### src/rtl/ale_pkg.sv
// Shared types, sizes and codes for the ordered list engine.
// Has no dependencies; every other file in rtl/ imports it.
`default_nettype none
package ale_pkg;

  localparam int CAPACITY  = 16;
  localparam int WORD_BITS = 32;
  localparam int IDX_BITS  = $clog2(CAPACITY);
  localparam int CNT_BITS  = $clog2(CAPACITY + 1);

  typedef logic signed [WORD_BITS-1:0] word_t;
  typedef logic [IDX_BITS-1:0]         idx_t;
  typedef logic [CNT_BITS-1:0]         cnt_t;
  typedef logic [3:0]                  pos_t;

  typedef enum logic [2:0] {
    FN_APPEND = 3'd0,
    FN_DELETE = 3'd1,
    FN_WRITE  = 3'd2,
    FN_SEARCH = 3'd3,
    FN_CLEAR  = 3'd4
  } func_t;

  typedef enum logic [1:0] {
    ST_OK        = 2'd0,
    ST_FULL      = 2'd1,
    ST_BAD_POS   = 2'd2,
    ST_NOT_FOUND = 2'd3
  } status_t;

  // Broadcast from the top level to every cell in the accepting cycle.
  typedef struct packed {
    logic  do_append;
    logic  do_delete;
    logic  do_write;
    logic  do_search;
    word_t word;
    pos_t  position;
    pos_t  start_index;
    cnt_t  count;
  } ale_ctrl_t;

  // Handed from the first stage to the result stage.
  typedef struct packed {
    logic    valid;
    logic    is_search;
    status_t status;
    cnt_t    count;
  } ale_stage_t;

endpackage
`default_nettype wire

### src/rtl/ale_cell.sv
// One storage cell of the list: holds a single entry and its search hit flag.
// Depends on ale_pkg.
`default_nettype none
module ale_cell (
  input  wire                    clk,
  input  wire ale_pkg::ale_ctrl_t ctrl,
  input  wire ale_pkg::idx_t      idx,
  input  wire ale_pkg::word_t     next_entry,
  output ale_pkg::word_t          entry,
  output logic                    hit
);
  import ale_pkg::*;

  cnt_t idx_c;
  cnt_t pos_c;
  cnt_t start_c;
  logic below_count;

  assign idx_c       = cnt_t'(idx);
  assign pos_c       = cnt_t'(ctrl.position);
  assign start_c     = cnt_t'(ctrl.start_index);
  assign below_count = idx_c < ctrl.count;

  // Delete pulls the right-hand neighbor down into every cell from the
  // deleted position up to the one before the last live entry.
  always_ff @(posedge clk) begin
    if (ctrl.do_append && (idx_c == ctrl.count)) begin
      entry <= ctrl.word;
    end else if (ctrl.do_write && (idx_c == pos_c)) begin
      entry <= ctrl.word;
    end else if (ctrl.do_delete && (idx_c >= pos_c) && ((idx_c + cnt_t'(1)) < ctrl.count)) begin
      entry <= next_entry;
    end
  end

  always_ff @(posedge clk) begin
    hit <= ctrl.do_search && below_count && (idx_c >= start_c) && (entry == ctrl.word);
  end

endmodule
`default_nettype wire

### src/rtl/ale_result.sv
// Result stage: picks the first hit of the cell row and registers the result beat.
// Depends on ale_pkg.
`default_nettype none
module ale_result (
  input  wire                       clk,
  input  wire                       rst,
  input  wire ale_pkg::ale_stage_t  stage,
  input  wire [ale_pkg::CAPACITY-1:0] hits,
  output logic                      done,
  output logic [1:0]                status,
  output logic [3:0]                found_index,
  output logic [4:0]                item_count,
  output logic                      is_empty,
  output logic                      is_full
);
  import ale_pkg::*;

  idx_t    first;
  logic    any_hit;
  status_t status_next;

  always_comb begin
    first = '0;
    for (int i = CAPACITY - 1; i >= 0; i--) begin
      if (hits[i]) begin
        first = idx_t'(i);
      end
    end
  end

  assign any_hit = |hits;

  always_comb begin
    if (stage.is_search) begin
      status_next = any_hit ? ST_OK : ST_NOT_FOUND;
    end else begin
      status_next = stage.status;
    end
  end

  always_ff @(posedge clk) begin
    if (rst) begin
      done <= 1'b0;
    end else begin
      done <= stage.valid;
    end
  end

  always_ff @(posedge clk) begin
    status      <= status_next;
    found_index <= (stage.is_search && any_hit) ? 4'(first) : 4'd0;
    item_count  <= 5'(stage.count);
    is_empty    <= stage.count == '0;
    is_full     <= stage.count == cnt_t'(CAPACITY);
  end

  // A failed search never reports a match position.
  a_notfound_zero: assert property (@(posedge clk) disable iff (rst)
    done && (status == ST_NOT_FOUND) |-> found_index == 4'd0)
    else $error("not-found result carries a nonzero index");

  // Empty and full flags agree with the reported count.
  a_flags: assert property (@(posedge clk) disable iff (rst)
    done |-> (is_empty == (item_count == 5'd0)) && !(is_empty && is_full))
    else $error("empty/full flags disagree with count");

  // Every stage beat becomes exactly one result beat.
  a_beat: assert property (@(posedge clk) disable iff (rst)
    stage.valid |=> done)
    else $error("result beat lost");

endmodule
`default_nettype wire

### src/rtl/array_list_engine.sv
// Ordered list engine: a row of sixteen cells, one per entry, plus a result stage.
// The result beat shows on done from the result register, after the stage register.
// Throughput: one command per cycle; busy stays low, since delete shifts every cell
// at once and search compares every cell at once.
// Reset (rst, synchronous) empties the list and drops any command in flight;
// the receiver cannot stall, so each result is on the ports for one cycle only.
`default_nettype none
module array_list_engine (
  input  wire               clk,
  input  wire               rst,
  input  wire               start,
  output logic              busy,
  input  wire  [2:0]        func,
  input  wire  [3:0]        position,
  input  wire signed [31:0] value,
  input  wire  [3:0]        start_index,
  output logic              done,
  output logic [1:0]        status,
  output logic [3:0]        found_index,
  output logic [4:0]        item_count,
  output logic              is_empty,
  output logic              is_full
);
  import ale_pkg::*;

  // The list itself lives in the cells; only the fill count is kept here.
  cnt_t       fill_count;
  cnt_t       fill_count_next;
  logic       accept;
  func_t      op;
  logic       pos_ok;
  logic       has_room;
  status_t    status_pre;
  ale_ctrl_t  ctrl;
  ale_stage_t stage;
  ale_stage_t stage_next;
  word_t      entries [CAPACITY];
  logic [CAPACITY-1:0] hits;

  // Every command finishes its cell update in the cycle it is taken, so the
  // engine can always take another one.
  assign busy   = 1'b0;
  assign accept = start && !busy;
  assign op     = func_t'(func);

  assign pos_ok   = cnt_t'(position) < fill_count;
  assign has_room = fill_count < cnt_t'(CAPACITY);

  // Decode the command into the broadcast that all cells see. The stored word
  // is the input value sign-extended or truncated to the entry width.
  always_comb begin
    ctrl             = '0;
    ctrl.word        = word_t'(value);
    ctrl.position    = position;
    ctrl.start_index = start_index;
    ctrl.count       = fill_count;
    fill_count_next  = fill_count;
    status_pre       = ST_OK;
    if (accept) begin
      case (op)
        FN_APPEND: begin
          if (has_room) begin
            ctrl.do_append  = 1'b1;
            fill_count_next = fill_count + cnt_t'(1);
          end else begin
            status_pre = ST_FULL;
          end
        end
        FN_DELETE: begin
          if (pos_ok) begin
            ctrl.do_delete  = 1'b1;
            fill_count_next = fill_count - cnt_t'(1);
          end else begin
            status_pre = ST_BAD_POS;
          end
        end
        FN_WRITE: begin
          if (pos_ok) begin
            ctrl.do_write = 1'b1;
          end else begin
            status_pre = ST_BAD_POS;
          end
        end
        FN_SEARCH: begin
          ctrl.do_search = 1'b1;
        end
        FN_CLEAR: begin
          fill_count_next = '0;
        end
        default: begin
          status_pre = ST_OK;
        end
      endcase
    end
  end

  always_comb begin
    stage_next.valid     = accept;
    stage_next.is_search = accept && (op == FN_SEARCH);
    stage_next.status    = status_pre;
    stage_next.count     = fill_count_next;
  end

  // Only the fill count and the stage valid bit need a reset; the rest of the
  // stage is qualified by the valid bit.
  always_ff @(posedge clk) begin
    if (rst) begin
      fill_count  <= '0;
      stage.valid <= 1'b0;
    end else begin
      fill_count  <= fill_count_next;
      stage.valid <= stage_next.valid;
    end
    stage.is_search <= stage_next.is_search;
    stage.status    <= stage_next.status;
    stage.count     <= stage_next.count;
  end

  // The cell row. Each cell sees its right-hand neighbor for the delete shift;
  // the last cell never shifts, so it is handed its own entry.
  for (genvar g = 0; g < CAPACITY; g++) begin : g_cell
    word_t right;
    if (g == CAPACITY - 1) begin : g_last
      assign right = entries[g];
    end else begin : g_mid
      assign right = entries[g+1];
    end
    ale_cell u_cell (
      .clk        (clk),
      .ctrl       (ctrl),
      .idx        (idx_t'(g)),
      .next_entry (right),
      .entry      (entries[g]),
      .hit        (hits[g])
    );
  end

  ale_result u_result (
    .clk         (clk),
    .rst         (rst),
    .stage       (stage),
    .hits        (hits),
    .done        (done),
    .status      (status),
    .found_index (found_index),
    .item_count  (item_count),
    .is_empty    (is_empty),
    .is_full     (is_full)
  );

  // The fill count never passes the capacity.
  a_count_bound: assert property (@(posedge clk) disable iff (rst)
    fill_count <= cnt_t'(CAPACITY))
    else $error("fill count beyond capacity");

  // A taken command produces its result beat through the stage and result registers.
  a_latency: assert property (@(posedge clk) disable iff (rst)
    accept |-> ##2 done)
    else $error("result beat missing");

  // A successful append grows the list by one entry.
  a_append: assert property (@(posedge clk) disable iff (rst)
    accept && (op == FN_APPEND) && has_room |=> fill_count == $past(fill_count) + cnt_t'(1))
    else $error("append did not grow the list");

endmodule
`default_nettype wire

### config.mk
export PLATFORM = sky130hd
export DESIGN_NAME = array_list_engine
export DESIGN_NICKNAME = d
export VERILOG_FILES = /design/src/rtl/ale_pkg.sv /design/src/rtl/ale_cell.sv /design/src/rtl/ale_result.sv /design/src/rtl/array_list_engine.sv
export SDC_FILE = /design/constraint.sdc
export NUM_CORES = 1
export LEC_CHECK = 0
export BUFFER_PORTS_ARGS = -buffer_cell sky130_fd_sc_hd__clkbuf_2
export CAP_MARGIN = 20
export CORE_ASPECT_RATIO = 0.8
export CORE_UTILIZATION = 40
export DETAILED_ROUTE_END_ITERATION = 16
export GPL_TIMING_DRIVEN = 1
export PLACE_DENSITY_LB_ADDON = 0.08
export SYNTH_ARGS = -nofsm -noshare
export SYNTH_HDL_FRONTEND = slang
export SYNTH_SLANG_ARGS = --single-unit
### constraint.sdc
create_clock -name clk -period 10.8 [get_ports clk]
set_input_delay 1.62 -clock clk [delete_from_list [all_inputs] [get_ports clk]]
set_output_delay 1.62 -clock clk [all_outputs]
set_load 0.02 [all_outputs]
# --- Yosys cells after proc, flatten, opt, wreduce, memory -nomap -nowiden ---
# Cells that the tools add are included.
word_totals:
  n_memories: 0
  inputBits: 46
  mem_bits_rw: 0
  wordCells: 365
  ff_bits: 556
  latchBits: 0
  out_inout_bits: 15
  rom_bits: 0
op_classes:
  n_shift: 0
  magnitude_cmp: 49
  n_mux: 78
  div_mod_pow: 0
  bitwise_logic: 1
  n_eq_ne: 51
  n_addsub: 2
  mul: 0
  n_reduce_logical: 138
ops:
  columns: ["operator", "count"]
  rows:
  - ["32-bit 2-to-1 mux", 47]
  - ["32-bit == test", 16]
  - ["1-bit logical AND", 112]
  - ["4-bit >= comparator, first input constant", 15]
  - ["3-bit nonzero test", 15]
  - ["4-bit by 5-bit == test with 1-bit output, first input constant", 8]
  - ["4-bit by 5-bit less-than comparator with 1-bit output, first input constant", 8]
  - ["4-bit 2-to-1 mux", 9]
  - ["4-bit == test, first input constant", 8]
  - ["3-bit by 4-bit >= comparator with 1-bit output, first input constant", 8]
  - ["3-bit by 5-bit == test with 1-bit output, first input constant", 4]
  - ["3-bit by 5-bit less-than comparator with 1-bit output, first input constant", 4]
  - ["3-bit by 4-bit == test with 1-bit output, first input constant", 4]
  - ["1-bit by 4-bit >= comparator with 1-bit output, first input constant", 4]
  - ["2-bit by 4-bit >= comparator with 1-bit output, first input constant", 4]
  - ["16-bit OR reduction", 1]
  - ["5-bit zero test", 3]
  - ["5-bit 2-to-1 mux", 3]
  - ["5-bit one-hot mux with 3 select lines", 1]
  - ["3-bit 2-to-1 mux", 4]
  - ["2-bit by 5-bit == test with 1-bit output, first input constant", 2]
  - ["1-bit by 5-bit less-than comparator with 1-bit output, first input constant", 2]
  - ["2-bit by 5-bit less-than comparator with 1-bit output, first input constant", 2]
  - ["2-bit 2-to-1 mux", 5]
  - ["other kinds (20)", 30]

# --- Logic depth before layout (Yosys ltp) ---
# Gate-level depths: netlist (run 1).
logic_depth:
  ltp_word: 15
  depth_mapped: 10

# --- By module ---
# A second synthesis (run 1) with hierarchy kept.
hier_totals:
  cells_unflattened: 2893
  area_unflattened_um2: 36571.3
modules_own_cells:
  columns: ["module", "cells_per_inst", "n_inst", "seq_area_each_um2", "area_per_inst_um2"]
  rows:
  - ["ale_cell (g_cell[10].u_cell ...)", 170, 10, 980.9, 2189.6]
  - ["ale_cell (g_cell[5].u_cell ...)", 171, 5, 980.9, 2202.1]
  - ["ale_cell (g_cell[0].u_cell)", 170, 1, 980.9, 2168.3]
  - ["array_list_engine", 113, 1, 280.3, 959.7]
  - ["ale_result", 55, 1, 280.3, 536.8]

# --- Worst setup path after synthesis (run 1) ---
# No wires, ideal clock.
synth_timing:
  path_type: "input to register"
  from: "input position[2]"
  to: "register g_cell[1].u_cell.entry[0], enable pin"
  n_path_buf: 0
  setup_slack_ps: 4078
  setup_ps: 511
  cell_stages: 6
  t_arrival_ps: 6211
  path_cell_list: "ha_1 o21a_1 o21a_1 a21oi_1 nand2_1 o41ai_1"
synth_via:
  elab_chain_cells: 7
synth_lines:
  columns: ["item", "line_no", "rtl"]
  rows:
  - ["from (decl)", "array_list_engine.sv:14", "input wire [3:0] position,"]
  - ["4-bit by 5-bit less-than comparator with 1-bit output", "array_list_engine.sv:46", "assign pos_ok = cnt_t'(position) < fill_count;"]
  - ["1-bit 2-to-1 mux", "array_list_engine.sv:70, array_list_engine.sv:78", null]
  - ["1-bit 2-to-1 mux", "array_list_engine.sv:60", "case (op)"]
  - ["4-bit 2-to-1 mux", "array_list_engine.sv:59", "if (accept) begin"]
  - ["1-bit logical AND (2 in a row)", "ale_cell.sv:31", "end else if (ctrl.do_delete && (idx_c >= pos_c) && ((idx_c + cnt_t'(1)) < ctrl.count)) begin"]
  - ["3-bit nonzero test (no source line) (*)", null, null]
  - ["to (signal assigned)", "ale_cell.sv:28", "entry <= ctrl.word;"]
  - ["to (signal assigned)", "ale_cell.sv:30", "entry <= ctrl.word;"]
  - ["to (signal assigned)", "ale_cell.sv:32", "entry <= next_entry;"]
  - ["to (decl)", "ale_cell.sv:9", "output ale_pkg::word_t entry,"]
# Every way passes the cells marked *; elsewhere a longest branch is shown, timed or not.
# A chain may end at the register's enable or synchronous reset.

# --- Worst setup path after layout (run 1) ---
layout_timing:
  from: "input position[2]"
  to: "register g_cell[13].u_cell.entry[14], enable pin"
layout_via:
  elab_chain_cells: 7
layout_lines:
  columns: ["item", "line_no"]
  rows:
  - ["4-bit by 5-bit less-than comparator with 1-bit output", "array_list_engine.sv:46"]
  - ["1-bit 2-to-1 mux", "array_list_engine.sv:70, array_list_engine.sv:78"]
  - ["1-bit 2-to-1 mux", "array_list_engine.sv:60"]
  - ["4-bit 2-to-1 mux", "array_list_engine.sv:59"]
  - ["1-bit logical AND (2 in a row)", "ale_cell.sv:31"]
  - ["3-bit nonzero test (no source line) (*)", null]
  - ["to (signal assigned)", "ale_cell.sv:28"]
  - ["to (signal assigned)", "ale_cell.sv:30"]
  - ["to (signal assigned)", "ale_cell.sv:32"]
  - ["to (decl)", "ale_cell.sv:9"]
# Marked as above.

==> flow_metrics.tcl, run 1 <==
set metrics [dict create \
    hold_buffers 0 \
    yosys_warnings 0 \
    drv_slew 0 \
    yosys.area.top_type "edfxtp_1" \
    dp_hpwl_mm 64.0 \
    die_h_um 246 \
    p_total_mw 4.68 \
    syn_nets 2223 \
    diodes 0 \
    n_fill_cell 6505 \
    synth_flop_cell "edfxtp_1" \
    synth.most_common_cell "edfxtp_1" \
    synth_cell_types 63 \
    fin_crit_ps 4360 \
    r2r_cells 9 \
    core_region_area_mm2 0.0728 \
    rrSetupSlack_ps 6650 \
    cts_inserted_buffers 59 \
    ir_drop_mv 0.120 \
    synth_edf_count 512 \
    port_buffers 59 \
    path_clk_slew_ps 60 \
    antenna_found_initial 0 \
    postSynth.asyncResetShare_pct 0 \
    dieArea_mm2 0.0754 \
    r2r-end "g_cell[13].u_cell.entry[14]$_DFFE_PP_" \
    min_to "u_result.item_count[2]$_DFF_P_" \
    cts_resized 0 \
    finalHoldViolCount 0 \
    hp-class "reg2reg" \
    numClockSinks 556 \
    avgSynthCellArea_um2 13.7 \
    cts_tree "yes" \
    drive_gt1_share_pct 31.1 \
    max-slew-margin-rel_pct 22.2 \
    fin_setup_tns_ps 0 \
    first_iter_violations 1429 \
    worst_path_largest_cell_delay_ps 430 \
    finalSetupViolations 0 \
    worst_pin_slew_ps 1160 \
    ys_top_cells_by_area "edfxtp_1, mux2_2, xor2_1" \
    routed_wl_mm 92.7 \
    cp-start-kind "input port" \
    p_leak_nw 11.3 \
    synth_top_area_share_pct 51.7 \
    cts_root_buf "clkbuf_16" \
    dr.pass1.iters 8 \
    area_growth_syn_to_layout_pct 12.0 \
    fin_crit_sh_pct 40.4 \
    overflow 0 \
    place_area_mm2 0.0312 \
    grtUsageTotal_pct 24.7 \
    synth_seq_cells 556 \
    min_from "stage[2]$_DFF_P_" \
    num_vias 17600 \
    initial_utilization_pct 40.8 \
    rsz0062_at_grt "false" \
    path_class "in2reg" \
    syn_area_mm2 0.0297 \
    rows 88 \
    min_path_cells 0 \
    wire_per_inst_um 28.9 \
    die_width_um 307 \
    finish.net_count 2227 \
    viasPerCell 5.50 \
    synthCells 2168 \
    worstSetupEndpointType "flop" \
    final_area_mm2 0.0333 \
    post_cts_buffers 0 \
    gp_congestion 0.963 \
    cpMaxStageDelayCell "buf_4" \
    drc 0 \
    cap_viol_max_count 0 \
    critPathRequiredTime_ps 11080 \
    grt_max_degree 34 \
    h-tree-depth 2 \
    crit-reg2reg-launch "fill_count[2]$_SDFF_PP0_" \
    path_cells "clkbuf_2 -> ha_1 -> o21a_1 -> o21ai_0 -> o21ai_0 -> o31ai_4 -> buf_4 -> o21bai_2 -> buf_4" \
    max_freq_ghz 0.229 \
    clock_skew_ps 42.8 \
    io_pins 61 \
    status "complete, no violations" \
    antenna_left 0 \
    grt_first_pass_wirelength_mm 134 \
    worstPathArrival_ps 4650 \
    seq_area_frac_synth_pct 54.7 \
    power_density_mw_per_mm2 141 \
    grt_pass1_vias 18200 \
    synth_commonest_cells "edfxtp_1, mux2_2, xor2_1" \
    clk_latency_ps 660 \
    worst-path-max-fanout 33 \
    cts_buffer_depth 3 \
]
## registers in the layout, summed over array words and instances (netlist names)
signal and cells:
fill_count 5, u_result.done 1, g_cell.u_cell.entry 512, u_result.is_empty 1, u_result.found_index 4, u_result.status 2
stage 9, u_result.is_full 1, u_result.item_count 5, g_cell.u_cell.hit 16
## worst max-delay path by stage
stage,start,end,cells after the start
CTS,position[2],g_cell[9].u_cell.entry[10]$_DFFE_PP_,7
global placement,position[1],g_cell[1].u_cell.entry[3]$_DFFE_PP_,9
detailed placement,position[2],g_cell[9].u_cell.entry[21]$_DFFE_PP_,7
floorplan,position[2],g_cell[1].u_cell.entry[0]$_DFFE_PP_,6
finish,position[2],g_cell[13].u_cell.entry[14]$_DFFE_PP_,9
global route,position[2],g_cell[13].u_cell.entry[14]$_DFFE_PP_,9
## cell usage in the layout (no fill, tap or decap), types with 7 or more instances in the layout
master and n:
edfxtp_1 512, mux2_2 412, xor2_1 375, xnor2_1 139
nor4_1 103, buf_4 65, clkbuf_16 61, clkbuf_2 60
nand4_1 52, mux2_1 50, dfxtp_1 44, nor2_1 37
nand2_1 30, nand3_1 25, nor3_1 22, mux2_4 18
o21ai_0 14, inv_1 13, clkbuf_1 13, a21oi_1 12
clkinv_1 9, nor2b_1 9, o21a_1 9, ha_1 9
clkinv_2 8, buf_12 8, and2_1 7, and3_1 7
clkbuf_8 7
## critical path, delay by kind of cell
family,cells,cell delay (ps)
compound gates,5,1470
buf+inv,3,1200
fa+ha+maj,1,310
## where the power goes
| part | internal [mW] | switching [mW] |
|---|---|---|
| combinational | 0.0874 | 0.210 |
| clock | 1.16 | 0.884 |
| sequential | 2.33 | 0.00540 |
## through the flow
stage / setup WS, ps / std cells / util [%] / hold WS (ps)
6_report: 6440 / 3210 / 45.7 / 346
5_1_grt: 6360 / 3210 / 45.7 / 357
4_1_cts: 6510 / 3202 / 45.5 / 346
3_5_place_dp: 5850 / 3093 / 42.9 / 333
3_3_place_gp: 5860 / 3092 / 42.9 / 329
2_1_floorplan: 4080 / 2168 / - / 323
## kinds of logic (layout without fill, tap and decap cells)
kind of cell               after synthesis  in the layout  share of synthesized area (%)
AOI/OAI and AO/OA                       93             93                           2.42
xor gates and xnor gates               514            514                           15.2
adders and majority gates                9              9                          0.379
buffers and inverters                  204            256                           2.87
DFF                                    556            556                           54.7
muxes                                  480            480                           18.4
other                                    1              1                         0.0126
and+or+nand+nor                        311            311                           6.04
## metal layers
metal	track usage (%)	part of all wire, %	vias to the layer above
met5	0	0	-
met1	36.5	49	9084
met2	38.2	44	455
li1	-	-	7998
met3	3.91	5.3	102
met4	4.32	1.4	0
## final cells by class
| class | count | area, µm² | share of cell area (%) |
|---|---|---|---|
| Clock buffer | 86 | 1710 | 5.14 |
| Sequential cell | 556 | 16300 | 48.9 |
| Clock inverter | 23 | 200 | 0.602 |
| Inverter | 14 | 52.6 | 0.158 |
| Timing Repair Buffer | 133 | 948 | 2.85 |
| Tap cell | 990 | 1240 | 3.72 |
| Multi-Input combinational cell | 1408 | 12900 | 38.7 |
Note: power is estimated with default switching activity, not from simulation.
==> run 2: changes to the inputs <==
- ABC_AREA: default -> 1
- clock period: 10.8 -> 3.5 ns (I/O delays scaled with it)
==> run 2 against run 1 <==
Synthesized cell count is 52% higher. Non-clock buffer count is 111 higher. Global-route usage rose by 10 points. Cell count increased by 38%. Sequential power rose to 3.1 times the previous value. Routed wire length increased by 45%. Die area grew 2.1%. Utilization up 0.76 points. Synthesized area up 2.2%. Via count up 48%. Critical endpoint is now g_cell[12].u_cell.entry[26]$_DFFE_PP_. Largest cell class unchanged.
==> flow_metrics.tcl, run 2 <==
set metrics [dict create \
    status "complete, no violations" \
    first_iter_violations 4285 \
    n_fill_cell 7195 \
    largest_register_ff_count 512 \
    wire_per_inst_um 30.3 \
    hp-class "in2reg" \
    postSynth.asyncResetShare_pct 0 \
    cts_resized 0 \
    r2r-end "g_cell[12].u_cell.entry[26]$_DFFE_PP_" \
    fin_crit_ps 2980 \
    dp_slack_ps 361 \
    h-tree-depth 2 \
    finish.net_count 3439 \
    numClockSinks 556 \
    post_cts_buffers 0 \
    place_area_mm2 0.0325 \
    setup_ws_ps 516 \
    grt_max_degree 65 \
    drive_gt1_share_pct 12.6 \
    synthCells 3299 \
    area_growth_syn_to_layout_pct 13.9 \
    worst_pin_slew_ps 1150 \
    path_cells "inv_2 -> o2111ai_2 -> nand2_2 -> nor3_4 -> buf_12 -> nand3_2 -> nand2_4 -> inv_4 -> o21ai_4 -> buf_12" \
    drv_slew 0 \
    crit_start "fill_count[0]$_SDFF_PP0_" \
    die_width_um 310 \
    clkPwrFrac_pct 44.4 \
    yosys.area.top_type "edfxtp_1" \
    avgSynthCellArea_um2 9.20 \
    routed_wl_mm 134 \
    final_common_cell "nand2_1" \
    overflow 0 \
    cp-start-kind "flop" \
    max-slew-margin-rel_pct 23.2 \
    finalSetupViolations 0 \
    finalHoldViolCount 0 \
    synth_seq_cells 556 \
    p_leak_nw 13.0 \
    rows 89 \
    reg_top3 "g_cell.u_cell.entry x512, g_cell.u_cell.hit x16, stage x9" \
    largest_register "g_cell.u_cell.entry" \
    hold_buffers 0 \
    path_clk_slew_ps 60 \
    worstPathArrival_ps 3330 \
    rsz0062_at_grt "false" \
    cts_tree "yes" \
    clock_skew_ps 33.3 \
    ir_drop_mv 0.418 \
    critPathRequiredTime_ps 3840 \
    grtUsageTotal_pct 34.9 \
    r2r_cells 10 \
    syn_area_mm2 0.0304 \
    yosys_warnings 0 \
    pwr-share-comb_pct 8.9 \
    drc 0 \
    crit-reg2reg-launch "fill_count[0]$_SDFF_PP0_" \
    worst-path-max-fanout 51 \
    die_h_um 248 \
    dp_hpwl_mm 97.2 \
    cp.buffers_inverters 4 \
    antenna_left 0 \
    fin_util_pct 46.5 \
    viasPerCell 5.89 \
    synth_commonest_cells "nand2_1, edfxtp_1, o21ai_0" \
    cts_buffer_depth 3 \
    num_vias 26100 \
    synth_cell_types 56 \
    worstSetupEndpointType "flop" \
    p_total_mw 15.5 \
    p_int_mw 11.5 \
    cts_root_buf "clkbuf_16" \
    seq_area_frac_synth_pct 53.6 \
    fin_crit_sh_pct 85.2 \
    cap_viol_max_count 0 \
    synth_top_area_share_pct 50.7 \
    ys_top_cells_by_area "edfxtp_1, nand2_1, o21ai_0" \
    port_buffers 59 \
    initial_utilization_pct 40.8 \
    io_pins 61 \
    power_density_mw_per_mm2 448 \
    synth_edf_count 512 \
    synth.most_common_cell "nand2_1" \
    cp.depth 10 \
    cts_inserted_buffers 60 \
    syn_nets 3354 \
    endpoint "g_cell[12].u_cell.entry[26]$_DFFE_PP_" \
    sequentialPowerShare_pct 46.7 \
    antenna_found_initial 4 \
    cpMaxStageDelayCell "dfxtp_1" \
    final_cell_mix "nand2_1, edfxtp_1, o21ai_0, inv_1, xnor2_1" \
    clk_latency_ps 670 \
    dr.pass1.iters 8 \
    grt_pass1_vias 24200 \
    core_region_area_mm2 0.0744 \
    grt_first_pass_wirelength_mm 186 \
    register_area_mm2 0.0163 \
    synth_flop_cell "edfxtp_1" \
    path_class "reg2reg" \
    cp_common_cell "buf_12" \
    gp_congestion 1.02 \
    switching_share_pct 25.5 \
    worst_path_dominant_cell_family "buffers and inverters" \
    final_area_mm2 0.0346 \
    multiInputGateArea_mm2 0.0116 \
    power.switching_mw 3.95 \
    max_freq_ghz 0.335 \
    rrSetupSlack_ps 520 \
    worst_path_largest_cell_delay_ps 670 \
    dieArea_mm2 0.0770 \
]
[run 2: kinds of logic (layout without fill, tap and decap cells)]
kind of cell | count (synthesis) | in the layout | share of synthesized area (%)
buffers and inverters | 598 | 734 | 8.67
other | 1 | 2 | 0.0124
flip-flops | 556 | 556 | 53.6
adder cells (fa/ha/maj) | 9 | 9 | 0.371
AO/OA/AOI/OAI | 738 | 738 | 14.1
AND/OR/NAND/NOR | 1161 | 1161 | 16.5
XOR/XNOR | 236 | 236 | 6.81
[run 2: cell type report]
type                       instances  share of cell area [%]
sequential                       556                    47.0
multi-input combinational       2145                    33.4
timing repair buffer             244                    5.83
clock buffer                      77                    4.79
inverter                         377                    4.10
tap                             1001                    3.62
clock inverter                    36                    1.19
antenna                            1                 0.00724
[run 2: how the worst min path moves through the flow]
stage,cells after the start,to,from
floorplan,0,u_result.item_count[2]$_DFF_P_,stage[2]$_DFF_P_
global placement,0,u_result.item_count[2]$_DFF_P_,stage[2]$_DFF_P_
detailed placement,0,u_result.item_count[2]$_DFF_P_,stage[2]$_DFF_P_
CTS,2,fill_count[0]$_SDFF_PP0_,rst
global route,2,fill_count[0]$_SDFF_PP0_,rst
finish,2,fill_count[1]$_SDFF_PP0_,rst
[run 2: worst reg2reg max path, cell delays in order, from the launching register on]
cell,delay (ps)
dfxtp_1,670
inv_2,230
o2111ai_2,230
nand2_2,120
nor3_4,210
buf_12,190
nand3_2,100
nand2_4,210
inv_4,270
o21ai_4,160
buf_12,230
[run 2: power by group through the flow]
stage / logic (mW) / clock network [mW] / registers (mW)
global placement: 1.32 / 0 / 7.38
CTS: 1.32 / 6.90 / 7.24
global route: 1.40 / 7.16 / 7.24
finish: 1.38 / 6.88 / 7.24
detailed placement: 1.31 / 0 / 7.38
floorplan: 0.596 / 0 / 7.38
[run 2: routing by layer]
metal,GRT usage [%],vias to the layer above,part of all wire (%)
li1,-,11500,-
met2,47.0,1711,39
met4,11.9,0,3.4
met1,52.1,12700,43
met3,10.7,233,14
met5,0,-,0
[run 2: stage by stage]
stage / setup TNS, ps / std cells / hold WS, ps
6_report: 0 / 4437 / 207
3_3_place_gp: 0 / 4322 / 331
5_1_grt: 0 / 4436 / 187
2_1_floorplan: -26630 / 3299 / 323
4_1_cts: 0 / 4436 / 177
3_5_place_dp: 0 / 4323 / 339
